===== src/rrsp_pkg.sv =====
// ----------------------------------------------------------------------------
// rrsp_pkg
// Types, codes and helpers shared by the routing record stream parser.
// ----------------------------------------------------------------------------
package rrsp_pkg;

  // Parser phase, one-hot
  typedef enum logic [5:0] {
    PH_IDLE   = 6'b000001,
    PH_INFO   = 6'b000010,
    PH_DELETE = 6'b000100,
    PH_FIXED  = 6'b001000,
    PH_PATH   = 6'b010000,
    PH_SKIP   = 6'b100000
  } phase_t;

  // Record kinds
  localparam logic [2:0] KIND_FLUSH   = 3'd0;
  localparam logic [2:0] KIND_REQUEST = 3'd1;
  localparam logic [2:0] KIND_INFO    = 3'd2;
  localparam logic [2:0] KIND_DELETE  = 3'd3;
  localparam logic [2:0] KIND_UPDATE  = 3'd4;

  // Field tags
  localparam logic [3:0] TAG_NONE       = 4'd0;
  localparam logic [3:0] TAG_INFO_FIRST = 4'd1;
  localparam logic [3:0] TAG_INFO_LAST  = 4'd8;
  localparam logic [3:0] TAG_NODE       = 4'd9;
  localparam logic [3:0] TAG_CAP        = 4'd10;
  localparam logic [3:0] TAG_HOPS       = 4'd11;
  localparam logic [3:0] TAG_COST       = 4'd12;
  localparam logic [3:0] TAG_PATH       = 4'd13;

  // Stream status
  localparam logic [2:0] ST_RUN       = 3'd0;
  localparam logic [2:0] ST_OK        = 3'd1;
  localparam logic [2:0] ST_INFO_CUT  = 3'd2;
  localparam logic [2:0] ST_DEL_CUT   = 3'd3;
  localparam logic [2:0] ST_FIXED_CUT = 3'd4;
  localparam logic [2:0] ST_PATH_CUT  = 3'd5;
  localparam logic [2:0] ST_BAD_OP    = 3'd6;

  // Configuration register indexes
  localparam logic [2:0] CFG_FLUSH   = 3'd0;
  localparam logic [2:0] CFG_REQUEST = 3'd1;
  localparam logic [2:0] CFG_INFO    = 3'd2;
  localparam logic [2:0] CFG_DELETE  = 3'd3;
  localparam logic [2:0] CFG_UPDATE  = 3'd4;

  typedef struct packed {
    logic [7:0] code_flush;
    logic [7:0] code_request;
    logic [7:0] code_info;
    logic [7:0] code_delete;
    logic [7:0] code_update;
  } codes_t;

  typedef struct packed {
    logic [2:0]  record_kind;
    logic [3:0]  field_tag;
    logic [31:0] field_value;
    logic        record_done;
    logic [2:0]  stream_status;
    logic        field_valid;
  } res_t;

  // Field length in bytes, modulo 4 (a 4-byte cost wraps to 0)
  function automatic logic [1:0] field_len(input logic [3:0] tag);
    logic [1:0] len;
    case (tag) inside
      [TAG_INFO_FIRST:TAG_INFO_LAST], TAG_HOPS: len = 2'd2;
      TAG_NODE, TAG_PATH:                       len = 2'd3;
      TAG_CAP:                                  len = 2'd1;
      default:                                  len = 2'd0;
    endcase
    return len;
  endfunction

endpackage


===== src/rrsp_in_if.sv =====
// ----------------------------------------------------------------------------
// rrsp_in_if
// Byte stream channel: valid/ready handshake with a byte and end flag.
// ----------------------------------------------------------------------------
interface rrsp_in_if;
  logic       valid;
  logic       ready;
  logic [7:0] data_byte;
  logic       end_of_stream;

  modport source (output valid, output data_byte, output end_of_stream, input ready);
  modport sink   (input valid, input data_byte, input end_of_stream, output ready);
endinterface


===== src/rrsp_out_if.sv =====
// ----------------------------------------------------------------------------
// rrsp_out_if
// Result channel: valid/ready handshake with one tagged field per word.
// ----------------------------------------------------------------------------
interface rrsp_out_if;
  logic        valid;
  logic        ready;
  logic [2:0]  record_kind;
  logic [3:0]  field_tag;
  logic [31:0] field_value;
  logic        record_done;
  logic [2:0]  stream_status;
  logic        field_valid;

  modport source (output valid, output record_kind, output field_tag, output field_value,
                  output record_done, output stream_status, output field_valid,
                  input ready);
  modport sink   (input valid, input record_kind, input field_tag, input field_value,
                  input record_done, input stream_status, input field_valid,
                  output ready);
endinterface


===== src/routing_record_stream_parser.sv =====
// ----------------------------------------------------------------------------
// routing_record_stream_parser
// Byte-wise parser of routing records into tagged fields.
// ----------------------------------------------------------------------------
// Bytes arrive on in_ch, one per word, end_of_stream set on the last byte.
// Each completed field, completed record or stream status leaves on out_ch
// as one word; bytes inside a field give no word. Opcode values come from
// five registers written through cfg_we / cfg_index / cfg_data; the user
// must write them only while idle, which the block does not enforce. Bytes
// pass from the input register through decode into the result register, one
// byte per cycle unless out_ch stalls, set by the single decode stage between
// the two registers. When out_ch stalls, the result register holds; the input
// register still takes a byte, and in_ch.ready drops only when both are full.
// Synchronous reset empties both registers, puts the parser idle awaiting
// an opcode and restores the default opcodes 1 to 5.
// ----------------------------------------------------------------------------
module routing_record_stream_parser (
  input  logic       clk,
  input  logic       rst_n,
  rrsp_in_if.sink    in_ch,
  rrsp_out_if.source out_ch,
  input  logic       cfg_we,
  input  logic [2:0] cfg_index,
  input  logic [7:0] cfg_data
);
  import rrsp_pkg::*;

  codes_t     codes_r;
  logic       in_valid;
  logic [7:0] in_byte;
  logic       in_eos;
  logic       out_free;
  logic       go;
  logic       emit;
  res_t       res;

  always_ff @(posedge clk) begin
    if (!rst_n) begin
      codes_r.code_flush   <= 8'd1;
      codes_r.code_request <= 8'd2;
      codes_r.code_info    <= 8'd3;
      codes_r.code_delete  <= 8'd4;
      codes_r.code_update  <= 8'd5;
    end else if (cfg_we) begin
      case (cfg_index)
        CFG_FLUSH:   codes_r.code_flush   <= cfg_data;
        CFG_REQUEST: codes_r.code_request <= cfg_data;
        CFG_INFO:    codes_r.code_info    <= cfg_data;
        CFG_DELETE:  codes_r.code_delete  <= cfg_data;
        CFG_UPDATE:  codes_r.code_update  <= cfg_data;
        default:     ;
      endcase
    end
  end

  // advance only when the result register has room, whether or not a result is made
  assign go = in_valid && out_free;

  rrsp_in_reg u_in_reg (
    .clk       (clk),
    .rst_n     (rst_n),
    .in_ch     (in_ch),
    .advance   (go),
    .valid     (in_valid),
    .data_byte (in_byte),
    .eos       (in_eos)
  );

  rrsp_step u_step (
    .clk       (clk),
    .rst_n     (rst_n),
    .codes     (codes_r),
    .go        (go),
    .data_byte (in_byte),
    .eos       (in_eos),
    .res       (res),
    .emit      (emit)
  );

  rrsp_out_reg u_out_reg (
    .clk    (clk),
    .rst_n  (rst_n),
    .load   (go && emit),
    .res    (res),
    .free   (out_free),
    .out_ch (out_ch)
  );
endmodule


===== src/rrsp_in_reg.sv =====
// ----------------------------------------------------------------------------
// rrsp_in_reg
// Input register: holds one stream word until the parser consumes it.
// ----------------------------------------------------------------------------
module rrsp_in_reg (
  input  logic       clk,
  input  logic       rst_n,
  rrsp_in_if.sink    in_ch,
  input  logic       advance,
  output logic       valid,
  output logic [7:0] data_byte,
  output logic       eos
);
  logic       valid_r, valid_nxt;
  logic [7:0] byte_r;
  logic       eos_r;
  logic       take;

  assign in_ch.ready = !valid_r || advance;
  assign take        = in_ch.valid && in_ch.ready;

  always_comb begin
    valid_nxt = valid_r;
    if (take) begin
      valid_nxt = 1'b1;
    end else if (advance) begin
      valid_nxt = 1'b0;
    end
  end

  always_ff @(posedge clk) begin
    if (!rst_n) begin
      valid_r <= 1'b0;
    end else begin
      valid_r <= valid_nxt;
    end
  end

  always_ff @(posedge clk) begin
    if (take) begin
      byte_r <= in_ch.data_byte;
      eos_r  <= in_ch.end_of_stream;
    end
  end

  assign valid     = valid_r;
  assign data_byte = byte_r;
  assign eos       = eos_r;
endmodule


===== src/rrsp_step.sv =====
// ----------------------------------------------------------------------------
// rrsp_step
// Parser state and per-byte decode: opcode match, field assembly, status.
// ----------------------------------------------------------------------------
module rrsp_step (
  input  logic             clk,
  input  logic             rst_n,
  input  rrsp_pkg::codes_t codes,
  input  logic             go,
  input  logic [7:0]       data_byte,
  input  logic             eos,
  output rrsp_pkg::res_t   res,
  output logic             emit
);
  import rrsp_pkg::*;

  phase_t      phase_r, phase_nxt;
  logic [2:0]  kind_r, kind_nxt;
  logic [3:0]  idx_r, idx_nxt;
  logic [1:0]  bif_r, bif_nxt;
  logic [23:0] acc_r, acc_nxt;
  logic [15:0] hops_r, hops_nxt;

  logic [1:0]  bif_inc;
  logic [31:0] word;
  logic [15:0] hops_dec;
  logic        bad, active, fvalid, done;
  logic [3:0]  tag;
  logic [31:0] val;
  logic [2:0]  status;

  assign bif_inc  = bif_r + 2'd1;
  assign word     = {acc_r, data_byte};
  assign hops_dec = hops_r - 16'd1;

  always_comb begin
    phase_nxt = phase_r;
    kind_nxt  = kind_r;
    idx_nxt   = idx_r;
    bif_nxt   = bif_r;
    acc_nxt   = acc_r;
    hops_nxt  = hops_r;
    bad       = 1'b0;
    fvalid    = 1'b0;
    done      = 1'b0;
    tag       = TAG_NONE;
    val       = 32'd0;
    status    = ST_RUN;

    case (phase_r)
      PH_SKIP: begin
        if (eos) begin
          phase_nxt = PH_IDLE;
        end
      end
      PH_IDLE: begin
        acc_nxt = 24'd0;
        bif_nxt = 2'd0;
        // first match wins when codes collide
        if (data_byte == codes.code_flush) begin
          kind_nxt = KIND_FLUSH;
          done     = 1'b1;
        end else if (data_byte == codes.code_request) begin
          kind_nxt = KIND_REQUEST;
          done     = 1'b1;
        end else if (data_byte == codes.code_info) begin
          kind_nxt  = KIND_INFO;
          idx_nxt   = TAG_INFO_FIRST;
          phase_nxt = PH_INFO;
        end else if (data_byte == codes.code_delete) begin
          kind_nxt  = KIND_DELETE;
          idx_nxt   = TAG_NODE;
          phase_nxt = PH_DELETE;
        end else if (data_byte == codes.code_update) begin
          kind_nxt  = KIND_UPDATE;
          idx_nxt   = TAG_NODE;
          phase_nxt = PH_FIXED;
        end else begin
          bad       = 1'b1;
          kind_nxt  = KIND_FLUSH;
          phase_nxt = eos ? PH_IDLE : PH_SKIP;
        end
      end
      default: begin
        acc_nxt = word[23:0];
        bif_nxt = bif_inc;
        if (bif_inc == field_len(idx_r)) begin
          fvalid  = 1'b1;
          tag     = idx_r;
          val     = word;
          acc_nxt = 24'd0;
          bif_nxt = 2'd0;
          case (phase_r)
            PH_INFO: begin
              if (idx_r < TAG_INFO_LAST) begin
                idx_nxt = idx_r + 4'd1;
              end else begin
                done = 1'b1;
              end
            end
            PH_DELETE: begin
              done = 1'b1;
            end
            PH_FIXED: begin
              if (idx_r == TAG_HOPS) begin
                hops_nxt = word[15:0];
              end
              if (idx_r < TAG_COST) begin
                idx_nxt = idx_r + 4'd1;
              end else if (hops_r == 16'd0) begin
                done = 1'b1;
              end else begin
                phase_nxt = PH_PATH;
                idx_nxt   = TAG_PATH;
              end
            end
            default: begin
              hops_nxt = hops_dec;
              if (hops_dec == 16'd0) begin
                done = 1'b1;
              end
            end
          endcase
        end
      end
    endcase

    active = (phase_r != PH_SKIP) && !bad;

    if (active && done) begin
      phase_nxt = PH_IDLE;
      idx_nxt   = 4'd0;
      bif_nxt   = 2'd0;
      acc_nxt   = 24'd0;
    end

    if (active && eos) begin
      if (done) begin
        status = ST_OK;
      end else begin
        case (phase_nxt)
          PH_INFO:   status = ST_INFO_CUT;
          PH_DELETE: status = ST_DEL_CUT;
          PH_FIXED:  status = ST_FIXED_CUT;
          default:   status = ST_PATH_CUT;
        endcase
      end
      phase_nxt = PH_IDLE;
      idx_nxt   = 4'd0;
      bif_nxt   = 2'd0;
      acc_nxt   = 24'd0;
      hops_nxt  = 16'd0;
    end
  end

  always_ff @(posedge clk) begin
    if (!rst_n) begin
      phase_r <= PH_IDLE;
      kind_r  <= KIND_FLUSH;
      idx_r   <= 4'd0;
      bif_r   <= 2'd0;
      acc_r   <= 24'd0;
      hops_r  <= 16'd0;
    end else if (go) begin
      phase_r <= phase_nxt;
      kind_r  <= kind_nxt;
      idx_r   <= idx_nxt;
      bif_r   <= bif_nxt;
      acc_r   <= acc_nxt;
      hops_r  <= hops_nxt;
    end
  end

  assign emit = bad || (active && (fvalid || done || (status != ST_RUN)));

  always_comb begin
    if (bad) begin
      res.record_kind   = KIND_FLUSH;
      res.field_tag     = TAG_NONE;
      res.field_value   = 32'd0;
      res.record_done   = 1'b0;
      res.stream_status = ST_BAD_OP;
      res.field_valid   = 1'b0;
    end else begin
      res.record_kind   = kind_nxt;
      res.field_tag     = tag;
      res.field_value   = val;
      res.record_done   = done;
      res.stream_status = status;
      res.field_valid   = fvalid;
    end
  end
endmodule


===== src/rrsp_out_reg.sv =====
// ----------------------------------------------------------------------------
// rrsp_out_reg
// Result register: holds one result word until the receiver takes it.
// ----------------------------------------------------------------------------
module rrsp_out_reg (
  input  logic           clk,
  input  logic           rst_n,
  input  logic           load,
  input  rrsp_pkg::res_t res,
  output logic           free,
  rrsp_out_if.source     out_ch
);
  import rrsp_pkg::*;

  logic valid_r, valid_nxt;
  res_t res_r;

  assign free = !valid_r || out_ch.ready;

  always_comb begin
    valid_nxt = valid_r;
    if (load) begin
      valid_nxt = 1'b1;
    end else if (out_ch.ready) begin
      valid_nxt = 1'b0;
    end
  end

  always_ff @(posedge clk) begin
    if (!rst_n) begin
      valid_r <= 1'b0;
    end else begin
      valid_r <= valid_nxt;
    end
  end

  always_ff @(posedge clk) begin
    if (load) begin
      res_r <= res;
    end
  end

  assign out_ch.valid         = valid_r;
  assign out_ch.record_kind   = res_r.record_kind;
  assign out_ch.field_tag     = res_r.field_tag;
  assign out_ch.field_value   = res_r.field_value;
  assign out_ch.record_done   = res_r.record_done;
  assign out_ch.stream_status = res_r.stream_status;
  assign out_ch.field_valid   = res_r.field_valid;
endmodule

===== src/flat_wrapper.sv =====
// flat-port wrapper written by rule: the top's interface ports become plain ports
module routing_record_stream_parser_flat import rrsp_pkg::*;
  (clk, rst_n, cfg_we, cfg_index, cfg_data, in_ch_valid, in_ch_data_byte, in_ch_end_of_stream, in_ch_ready, out_ch_valid, out_ch_record_kind, out_ch_field_tag, out_ch_field_value, out_ch_record_done, out_ch_stream_status, out_ch_field_valid, out_ch_ready);
  rrsp_in_if in_ch_i ();
  rrsp_out_if out_ch_i ();
  input  logic clk;
  input  logic rst_n;
  input  logic cfg_we;
  input  logic [2:0] cfg_index;
  input  logic [7:0] cfg_data;
  input wire logic [$bits(in_ch_i.valid)-1:0] in_ch_valid;
  input wire logic [$bits(in_ch_i.data_byte)-1:0] in_ch_data_byte;
  input wire logic [$bits(in_ch_i.end_of_stream)-1:0] in_ch_end_of_stream;
  output wire logic [$bits(in_ch_i.ready)-1:0] in_ch_ready;
  output wire logic [$bits(out_ch_i.valid)-1:0] out_ch_valid;
  output wire logic [$bits(out_ch_i.record_kind)-1:0] out_ch_record_kind;
  output wire logic [$bits(out_ch_i.field_tag)-1:0] out_ch_field_tag;
  output wire logic [$bits(out_ch_i.field_value)-1:0] out_ch_field_value;
  output wire logic [$bits(out_ch_i.record_done)-1:0] out_ch_record_done;
  output wire logic [$bits(out_ch_i.stream_status)-1:0] out_ch_stream_status;
  output wire logic [$bits(out_ch_i.field_valid)-1:0] out_ch_field_valid;
  input wire logic [$bits(out_ch_i.ready)-1:0] out_ch_ready;
  assign in_ch_i.valid = in_ch_valid;
  assign in_ch_i.data_byte = in_ch_data_byte;
  assign in_ch_i.end_of_stream = in_ch_end_of_stream;
  assign in_ch_ready = in_ch_i.ready;
  assign out_ch_valid = out_ch_i.valid;
  assign out_ch_record_kind = out_ch_i.record_kind;
  assign out_ch_field_tag = out_ch_i.field_tag;
  assign out_ch_field_value = out_ch_i.field_value;
  assign out_ch_record_done = out_ch_i.record_done;
  assign out_ch_stream_status = out_ch_i.stream_status;
  assign out_ch_field_valid = out_ch_i.field_valid;
  assign out_ch_i.ready = out_ch_ready;
  routing_record_stream_parser u_core (.clk(clk), .rst_n(rst_n), .in_ch(in_ch_i), .out_ch(out_ch_i), .cfg_we(cfg_we), .cfg_index(cfg_index), .cfg_data(cfg_data));
endmodule

===== config.mk =====
export PLATFORM = sky130hd
export DESIGN_NAME = routing_record_stream_parser_flat
export DESIGN_NICKNAME = d
export VERILOG_FILES = /design/src/rrsp_pkg.sv /design/src/rrsp_in_if.sv /design/src/rrsp_out_if.sv /design/src/routing_record_stream_parser.sv /design/src/rrsp_in_reg.sv /design/src/rrsp_step.sv /design/src/rrsp_out_reg.sv /design/src/flat_wrapper.sv
export SDC_FILE = /design/constraint.sdc
export NUM_CORES = 1
export LEC_CHECK = 0
export BUFFER_PORTS_ARGS = -buffer_cell sky130_fd_sc_hd__buf_4
export CORE_MARGIN = 4
export CORE_UTILIZATION = 30
export CTS_CLUSTER_DIAMETER = 100
export DETAILED_ROUTE_END_ITERATION = 8
export GPL_ROUTABILITY_DRIVEN = 0
export PLACE_DENSITY = 0.52
export SYNTH_ARGS = -nofsm -noshare
export SYNTH_HDL_FRONTEND = slang
export SYNTH_SLANG_ARGS = --single-unit

===== constraint.sdc =====
create_clock -name clk -period 6.3 [get_ports clk]
set_clock_uncertainty 0.05 [all_clocks]
set_input_delay 0.315 -clock clk [delete_from_list [all_inputs] [get_ports clk]]
set_output_delay 0.315 -clock clk [all_outputs]
set_load 0.02 [all_outputs]

==> qor.yml, run 1 <==
crit_type: "flop to flop"
ys_types: 71
ys_seq_area_share_pct: 49.6
crit_required_ns: 6.44
drive_gt1_share_pct: 16.3
track_usage_pct: 15.1
routedWlPerCell_um: 16.9
start_util_pct: 30.4
cts.sinks: 150
holdWs_ns: 0.0520
slew_violations: 0
fp.dieH_um: 162
crit_fanout: 33
crit_path_end_kind: "flop"
p_leak_nw: 3.34
synth_edf_count: 53
mostFrequentLayoutCells: "nand2_1 (122), dfxtp_1 (97), buf_4 (77)"
postCtsSetupBuffers: 0
num_rows: 56
diodes: 0
synth_seq_cells: 150
final_common_cell: "nand2_1"
synth_flop_cell: "dfxtp_1"
holdPathStages: 3
synth_area_mm2: 0.00712
drc_errors: 0
port-buffer-count: 70
clock.fmax_ghz: 0.299
max_slew_margin_pct: 29.2
max_slew.worst_pin.slew_ns: 1.06
ir_worst_vdd_v: 0.000184
crit_start: "u_core.u_step.phase_r[0]"
cts_tree: "yes"
synthCells: 757
die_w_um: 162
antenna_left: 0
grt_overflow: 0
h-tree-depth: 4
power_density_mw_per_mm2: 265
grt_max_degree: 46
setup_viol: 0
final.min_clock_period_ns: 3.35
core_mm2: 0.0234
arrival_ns: 3.48
post-route-util_pct: 36.6
io_pins: 71
cts_buffers: 17
place_hpwl_um: 13000
min_path_type: "input pin to flop"
dr.pass1.iters: 5
vias_per_cell: 5.00
crit_path_start_kind: "flop"
grt_pass1_vias: 5558
area_delta_synth_final_pct: 20.2
finalHoldViolations: 0
final_nets: 841
drt_wl_total_um: 19300
reg2reg_depth: 7
dp.cells: 1100
syn_nets: 789
ys_warn_count: 0
cts_max_path_buffers: 2
dp_slack_ns: 2.95
routed-via-count: 5706
rsz0062_at_grt: "no"
clk_latency_ns: 0.43
hp-start: "in_ch_valid"
avgSynthCellArea_um2: 9.41
fin_tns_setup_ns: 0
grt_antenna_before_repair: 0
async_flop_share_pct: 0
timing.max_cap.violations: 0
instances_no_fill: 1141
fin_ws_ns: 2.95
drtIter0Drc: 366
r2r-start: "u_core.u_step.phase_r[0]"
status: "completed"
grt_pass1_wl_um: 31300
root_buffer: "clkbuf_16"
dieArea_mm2: 0.0263
period_share_pct: 53.1
path_clk_slew_ns: 0.07
## routing by layer
metal | wire [um] | share of wire, % | track usage, % | vias up
li1 | - | - | - | 2837
met1 | 9560 | 50 | 21.3 | 2701
met2 | 8540 | 44 | 23.4 | 146
met3 | 922 | 4.8 | 3.27 | 22
met4 | 248 | 1.3 | 4.00 | 0
met5 | 0 | 0 | 0 | -
## repair_timing
| item | CTS | global route |
|---|---|---|
| resized for setup | 0 | 0 |
| hold buffers | 7 | 2 |
| endpoints found under the hold margin | 7 | 2 |
## metrics by stage
step	cell area (um2)	power, mW
5_1_grt	8560	2.36
2_1_floorplan	7120	1.19
3_3_place_gp	7890	1.27
6_report	8560	2.27
4_1_cts	8540	2.29
3_5_place_dp	7890	1.28
## kinds of logic after synthesis
kind of cell | synth area share [%]
AO/OA/AOI/OAI | 15.3
XOR/XNOR | 5.90
adder cells (fa/ha/maj) | 1.23
buffers and inverters | 3.69
flip-flops | 49.6
multiplexers | 0.439
AND/OR/NAND/NOR | 23.8
## sequential cells by signal, summed over array words and instances, names as in the netlist, 2 cells and up
signal and cells:
u_core.codes_r 40, u_core.u_in_reg.data_byte 8, u_core.u_out_reg.out_ch.field_tag 4, u_core.u_out_reg.out_ch.field_value 32
u_core.u_out_reg.out_ch.record_kind 3, u_core.u_out_reg.out_ch.stream_status 3, u_core.u_step.acc_r 24, u_core.u_step.bif_r 2
u_core.u_step.hops_r 16, u_core.u_step.idx_r 4, u_core.u_step.kind_r 3, u_core.u_step.phase_r 6
## worst max-delay path: stages, from the launching register on
cell and delay, ns:
dfxtp_1 0.41, nor4_1 0.40, and2_1 0.89, nand3_1 0.25
or3_1 0.41, a21o_1 0.24, nand3b_1 0.19, a41o_1 0.26
## final cells by class
class / instances / area [um2]
fill: 2437 / 14800
sequential: 150 / 3530
multi-input combinational: 544 / 3340
timing repair buffer: 86 / 668
clock buffer: 17 / 425
tap: 319 / 399
clock inverter: 15 / 156
inverter: 10 / 37.5
## Yosys cell counts (3+ instances only)
cell / count / area (um2)
a211oi_1: 3 / 22.5
a21o_1: 6 / 45.0
a21oi_1: 53 / 265
a22o_1: 25 / 219
a22oi_1: 5 / 37.5
a31oi_1: 4 / 25.0
and2_1: 5 / 31.3
and3_1: 39 / 244
and4_1: 3 / 26.3
buf_2: 15 / 75.1
clkbuf_1: 35 / 131
dfxtp_1: 97 / 1940
edfxtp_1: 53 / 1590
ha_1: 7 / 87.6
inv_1: 9 / 33.8
nand2_1: 122 / 458
nand2b_1: 5 / 31.3
nand3_1: 32 / 160
nand3b_1: 3 / 22.5
nand4_1: 14 / 87.6
nor2_1: 41 / 154
nor2b_1: 8 / 50.1
nor3_1: 18 / 90.1
nor4_1: 7 / 43.8
nor4_2: 3 / 37.5
o2111ai_1: 4 / 35.0
o211ai_1: 8 / 60.1
o21a_1: 3 / 22.5
o21ai_0: 15 / 75.1
o21ai_1: 5 / 25.0
o31ai_1: 5 / 37.5
o32ai_1: 3 / 26.3
or3_1: 3 / 18.8
or4_1: 3 / 22.5
xnor2_1: 31 / 272
xor2_1: 17 / 149
## final timing paths
path,to,slack [ns]
setup / recovery,u_core.u_out_reg.out_ch.stream_status[2],2.95
hold / removal,u_core.u_in_reg.valid,0.05
setup reg to reg,u_core.u_out_reg.out_ch.stream_status[2],2.95
hold reg to reg,u_core.u_step.kind_r[0],0.41
## power by group
| group | leakage (nW) | switching [mW] | total [mW] | internal, mW |
|---|---|---|---|---|
| clock network | 0.281 | 0.480 | 1.01 | 0.531 |
| logic | 1.76 | 0.120 | 0.192 | 0.0717 |
| registers | 1.30 | 0.0298 | 1.06 | 1.03 |
(Power assumes the default switching activity.)
==> run 2: changes to the inputs <==
--- a/config.mk
+++ b/config.mk
@@ -11,7 +11,7 @@
 export CTS_CLUSTER_DIAMETER = 100
 export DETAILED_ROUTE_END_ITERATION = 8
 export GPL_ROUTABILITY_DRIVEN = 0
-export PLACE_DENSITY = 0.52
+export PLACE_DENSITY = 0.54
 export SYNTH_ARGS = -nofsm -noshare
 export SYNTH_HDL_FRONTEND = slang
 export SYNTH_SLANG_ARGS = --single-unit
==> constraint.sdc (replaced) <==
create_clock -name clk -period 3 [get_ports clk]
set_clock_uncertainty 0.05 [all_clocks]
set_input_delay 0.15 -clock clk [delete_from_list [all_inputs] [get_ports clk]]
set_output_delay 0.15 -clock clk [all_outputs]
set_load 0.02 [all_outputs]
==> run 2 against run 1 <==
Effect of this change:
- power rose by 110%
- via count rose by 6.3%
- critical endpoint unchanged
- critical path depth rose by 3
- routed wire length rose by 1.8%
- sequential share of layout area fell by 2.5 points
- largest power group unchanged
==> qor.yml, run 2 (same netlist as run 1, synthesis figures left out) <==
status: "completed"
arrival_ns: 3.02  # -0.46 ns
routed-via-count: 6063  # +6.3%
crit_slowest_cell: "or3_4"
drive_gt1_share_pct: 23.1  # +6.8 points
cts_max_path_buffers: 2  # unchanged
met3_usage_pct: 3.17  # -0.10 points
path_clk_slew_ns: 0.07  # about the same
drt_wl_total_um: 19600  # +1.8%
clk_latency_ns: 0.42  # about the same
grt_overflow: 0  # unchanged
setup_viol: 0  # unchanged
path_cells: "inv_1, ha_2, or3b_1, o21ai_1, a21oi_1, a31o_2, or3_4, a21o_1, nand3b_1, a41o_1"
p_leak_nw: 3.66  # +9.6%
fp.dieH_um: 162  # unchanged
regToRegSetupSlack_ns: 0.11  # -2.85 ns
final_common_cell: "buf_4"
cts_tree: "yes"
antenna_left: 0  # unchanged
grt_max_degree: 40  # -13%
max_stage_delay_ns: 0.41  # -0.48 ns
path_delay_family: "simple AND/OR/NAND/NOR gates"
max_slew.worst_pin.slew_ns: 0.527  # -0.535 ns
h-tree-depth: 4  # unchanged
vias_per_cell: 5.04  # +0.78%
drc_errors: 0  # unchanged
crit_required_ns: 3.13  # -3.31 ns
min_path_type: "input pin to flop"
grt_pass1_wl_um: 31700  # +1.4%
num_rows: 56  # unchanged
clock.fmax_ghz: 0.346  # +16%
grt.busiest_layer: "met2"
final.min_clock_period_ns: 2.89  # -0.455 ns
cts_buffers: 17  # unchanged
fin_tns_setup_ns: 0  # unchanged
crit_path_end_kind: "flop"
crit_path_start_kind: "flop"
largest_reg_flops: 40  # unchanged
critPathBufInv: 1  # +1
mostFrequentLayoutCells: "buf_4 (129), nand2_1 (121), dfxtp_1 (94)"
io_pins: 71  # unchanged
power_density_mw_per_mm2: 514  # +94%
use_met1_pct: 20.9  # -0.49 points
die_w_um: 162  # unchanged
max_slew_margin_pct: 64.6  # +35 points
root_buffer: "clkbuf_16"
start_util_pct: 30.4  # unchanged
finalHoldViolations: 0  # unchanged
dieArea_mm2: 0.0263  # unchanged
grt_antenna_before_repair: 0  # unchanged
track_usage_pct: 15.2  # +0.15 points
largest_register: "u_core.codes_r"
place_hpwl_um: 13800  # +6.1%
cts.sinks: 150  # unchanged
port-buffer-count: 70  # unchanged
drtIter0Drc: 483  # +32%
period_share_pct: 96.5  # +43 points
slew_violations: 0  # unchanged
dr.pass1.iters: 5  # unchanged
ir_worst_vdd_v: 0.000384  # +110%
crit_fanout: 5  # -85%
routedWlPerCell_um: 16.3  # -3.5%
holdWs_ns: 0.0975  # +0.0455 ns
core_mm2: 0.0234  # unchanged
timing.max_cap.violations: 0  # unchanged
area_delta_synth_final_pct: 28.3
grt_pass1_vias: 5762  # +3.7%
final_nets: 903  # +7.4%
crit_type: "flop to flop"
diodes: 0  # unchanged
met2_usage_pct: 24.1  # +0.76 points
[run 2: cell count changes in the layout (fill, tap and decap cells not counted), moves of 3 or more]
| cell | previous run | this run |
|---|---|---|
| dfxtp_2 | 0 | 3 |
| nor4_1 | 7 | 3 |
| nor4_2 | 3 | 6 |
| dfxtp_1 | 97 | 94 |
| buf_4 | 77 | 129 |
| dlygate4sd3_1 | 9 | 18 |
| inv_8 | 5 | 1 |
[run 2: through the flow]
step	cell area (um2)	power (mW)	util [%]	setup WS, ns	instances
after floorplan	7210	2.50	-	-0.187	757
after global routing	9140	4.89	39.0	-0.00528	1203
after detailed placement	8260	2.70	35.3	0.0434	1141
final	9140	4.69	39.0	0.106	1203
after CTS	8980	4.73	38.4	0.0348	1191
after global placement	8260	2.70	35.3	0.106	1141
[run 2: area by class of cell]
cell class	instances	area, um2
Fill cell	2398	14300
Sequential cell	150	3540
Multi-Input combinational cell	544	3450
Timing Repair Buffer	148	1170
Clock buffer	18	429
Tap cell	319	399
Clock inverter	14	115
Inverter	10	40.0
[run 2: final timing paths]
| path | start | endpoint | depth (start not counted) |
|---|---|---|---|
| max | u_core.u_step.idx_r[1] | u_core.u_out_reg.out_ch.stream_status[2] | 10 |
| max reg2reg | u_core.u_step.idx_r[1] | u_core.u_out_reg.out_ch.stream_status[2] | 10 |
| min | rst_n | u_core.codes_r[17] | 2 |
| min reg2reg | u_core.u_step.kind_r[0] | u_core.u_step.kind_r[0] | 2 |
[run 2: timing repair]
| action | in CTS | in global routing |
|---|---|---|
| hold buffers | 18 | 0 |
| endpoints found under the setup margin | 0 | 60 |
| endpoints found under the hold margin | 50 | 0 |
| gates resized for setup | 0 | 12 |
| setup buffers | 0 | 12 |
[run 2: power breakdown]
| part | leakage [nW] | internal (mW) | switching [mW] |
|---|---|---|---|
| Combinational | 2.09 | 0.197 | 0.280 |
| Sequential | 1.30 | 2.17 | 0.0446 |
| Clock | 0.265 | 1.08 | 0.916 |
[run 2: routing by layer]
layer	up-vias	share of wire, %
li1	2976	-
met1	2863	46
met2	196	46
met3	28	5.7
met4	0	2.0
met5	-	0
==> run 3: changes to the inputs <==
--- a/config.mk
+++ b/config.mk
@@ -5,6 +5,7 @@
 export SDC_FILE = /design/constraint.sdc
 export NUM_CORES = 1
 export LEC_CHECK = 0
+export ABC_AREA = 1
 export BUFFER_PORTS_ARGS = -buffer_cell sky130_fd_sc_hd__buf_4
 export CORE_MARGIN = 4
 export CORE_UTILIZATION = 30
==> run 3 against run 2 <==
Effect of this change:
- highest routed layer unchanged
- critical path depth grew 3
- die area grew 5.9%
- clock power grew 4%
==> qor.yml, run 3 <==
path_clk_slew_ns: 0.06  # about the same
clk_latency_ns: 0.43  # about the same
antenna_left: 0  # unchanged
reg2reg_depth: 13  # +3
slew_violations: 0  # unchanged
dieArea_mm2: 0.0278  # +5.9%
post-synth-top-count-cell: "nand2_1"
crit_path_start_kind: "flop"
drive_gt1_share_pct: 17.9  # -5.2 points
fp.dieH_um: 167  # +2.9%
routed-via-count: 6556  # +8.1%
path_cells: "inv_2, nand2_1, nand2_1, nor2_1, nand2_1, nor2_2, nor2_2, nand2_4, nand3_4, nand3_1, nand2_1, inv_2, buf_12"
dp_slack_ns: 0.113  # +0.0693 ns
r2r-start: "u_core.u_in_reg.data_byte[5]"
synthCells: 981  # +30%
crit_required_ns: 3.07  # -0.06 ns
place_hpwl_um: 14400  # +4.0%
cts.sinks: 150  # unchanged
vias_per_cell: 4.68  # -7.2%
synth_area_leaders: "dfxtp_1 (26%), edfxtp_1 (21%), nand2_1 (11%), nor2_1 (6.2%), inv_1 (5.3%)"
period_share_pct: 91.6  # -4.9 points
largest_reg_flops: 40  # unchanged
crit_type: "flop to flop"
synth_flop_cell: "dfxtp_1"
fin_tns_setup_ns: 0  # unchanged
cp_common_cell: "nand2_1"
timing.max_cap.violations: 0  # unchanged
max_slew_margin_pct: 56.9  # -7.7 points
grt_antenna_before_repair: 0  # unchanged
drt_wl_total_um: 20400  # +3.8%
num_rows: 57  # +1.8%
start_util_pct: 30.8  # +0.41 points
port-buffer-count: 70  # unchanged
setup_viol: 0  # unchanged
dp.cells: 1350  # +18%
max_stage_delay_ns: 0.63  # +0.22 ns
power_density_mw_per_mm2: 529  # +3.0%
dr.pass1.iters: 5  # unchanged
ys_types: 42  # -41%
clock.fmax_ghz: 0.364  # +5.3%
fin_ws_ns: 0.252  # +0.146 ns
async_flop_share_pct: 0  # unchanged
h-tree-depth: 4  # unchanged
ir_worst_vdd_v: 0.000328  # -15%
holdWs_ns: 0.0544  # -0.0430 ns
cts_tree: "yes"
grt_pass1_wl_um: 32900  # +3.7%
routedWlPerCell_um: 14.5  # -11%
drtIter0Drc: 360  # -25%
io_pins: 71  # unchanged
crit_fanout: 36  # +31
syn_nets: 1013  # +28%
rsz0062_at_grt: "no"
p_total_mw: 4.88  # +4.0%
synth_seq_cells: 150  # unchanged
final_nets: 1097  # +21%
synth_common_cells: "nand2_1 (230), nor2_1 (124), inv_1 (106)"
mostFrequentLayoutCells: "nand2_1 (230), nor2_1 (123), inv_1 (105)"
grt_pass1_vias: 6281  # +9.0%
ys_seq_area_share_pct: 46.7  # -2.9 points
die_w_um: 167  # +2.9%
root_buffer: "clkbuf_16"
grt_overflow: 0  # unchanged
status: "completed"
synth_edf_count: 53  # unchanged
instances_no_fill: 1402  # +17%
synth_top_area_share_pct: 25.7  # -1.6 points
max_slew.worst_pin.slew_ns: 0.642  # +0.116 ns
area_delta_synth_final_pct: 21.8
min_path_type: "input pin to flop"
ys_warn_count: 0  # unchanged
track_usage_pct: 14.6  # -0.61 points
regToRegSetupSlack_ns: 0.25  # +0.15 ns
cts_buffers: 17  # unchanged
p_leak_nw: 3.80  # +4.0%
crit_path_end_kind: "flop"
r2r-end: "u_core.u_out_reg.out_ch.field_value[10]"
diodes: 0  # unchanged
synth.largest_area_cell: "dfxtp_1"
final.min_clock_period_ns: 2.75  # -0.146 ns
avgSynthCellArea_um2: 7.71  # -18%
drc_errors: 0  # unchanged
crit_end: "u_core.u_out_reg.out_ch.field_value[10]"
final_common_cell: "nand2_1"
cts_max_path_buffers: 2  # unchanged
synth_area_mm2: 0.00757  # +6.3%
arrival_ns: 2.82  # -0.20 ns
crit_slowest_cell: "edfxtp_1"
grt_max_degree: 46  # +15%
crit_start: "u_core.u_in_reg.data_byte[5]"
largest_register: "u_core.codes_r"
core_mm2: 0.0245  # +4.8%
postCtsSetupBuffers: 0  # unchanged
finalHoldViolations: 0  # unchanged
## run 3: changes by cell type after synthesis, moves of 29 or more
cell,change
xnor2_1,-29
nand2_1,+108
nor2_1,+83
and3_1,-39
o21ai_0,+48
inv_1,+97
## run 3: cell type report
cell class              instances  area [um2]
clock buffers                  17         425
clock inverters                15         135
inverters                     128         499
well taps                     324         405
repair buffers                103         833
fillers                      2609       15300
flip-flops and latches        150        3530
multi-input cells             665        3390
## run 3: kinds of logic after synthesis
logic type | count (synthesis) | share of synthesized area, %
and+or+nand+nor | 476 | 29.1
xor gates and xnor gates | 17 | 1.97
adders and majority gates | 7 | 1.16
buffers and inverters | 167 | 9.10
AOI/OAI and AO/OA | 164 | 12.0
DFF | 150 | 46.7
## run 3: report_power, final
part | switching (mW) | internal (mW) | total, mW | leakage [nW]
combinational | 0.358 | 0.211 | 0.569 | 2.24
sequential | 0.0525 | 2.18 | 2.23 | 1.29
clock | 0.981 | 1.10 | 2.08 | 0.275
total | 1.39 | 3.49 | 4.88 | 3.80
## run 3: timing repair
| action | in CTS | in global routing |
|---|---|---|
| setup endpoints to repair | 0 | 38 |
| endpoints found under the hold margin | 37 | 0 |
| hold buffers | 19 | 0 |
| resized for setup | 0 | 5 |
## run 3: worst min path at each step
| stage | start | to | slack (ns) | depth (start not counted) |
|---|---|---|---|---|
| floorplan | in_ch_data_byte[0] | u_core.u_in_reg.data_byte[0] | 0.20 | 0 |
| global placement | in_ch_end_of_stream | u_core.u_in_reg.eos | 0.28 | 1 |
| detailed placement | in_ch_end_of_stream | u_core.u_in_reg.eos | 0.28 | 1 |
| CTS | cfg_index[0] | u_core.codes_r[16] | 0.04 | 3 |
| global route | cfg_index[0] | u_core.codes_r[17] | 0.07 | 4 |
| finish | cfg_index[0] | u_core.codes_r[17] | 0.05 | 3 |
## run 3: per-stage QoR
step | cell area (um2) | util [%]
floorplan | 7570 | -
global placement | 8430 | 34.3
detailed placement | 8430 | 34.3
CTS | 9180 | 37.4
global route | 9220 | 37.6
finish | 9220 | 37.6
## run 3: metal layers
metal  vias to the layer above  GRT usage [%]  wire, um
met5                         -              0         0
met4                         0           3.74       249
met3                        19           3.15      1000
met2                       163           24.2      9610
met1                      3033           19.4      9510
li1                       3341              -         -
## run 3: critical path: cells and delay by family, from the launching register on
| family | cells | cell delay (ns) |
|---|---|---|
| flops | 1 | 0.63 |
| buf+inv | 3 | 0.46 |
| simple gates | 10 | 1.25 |
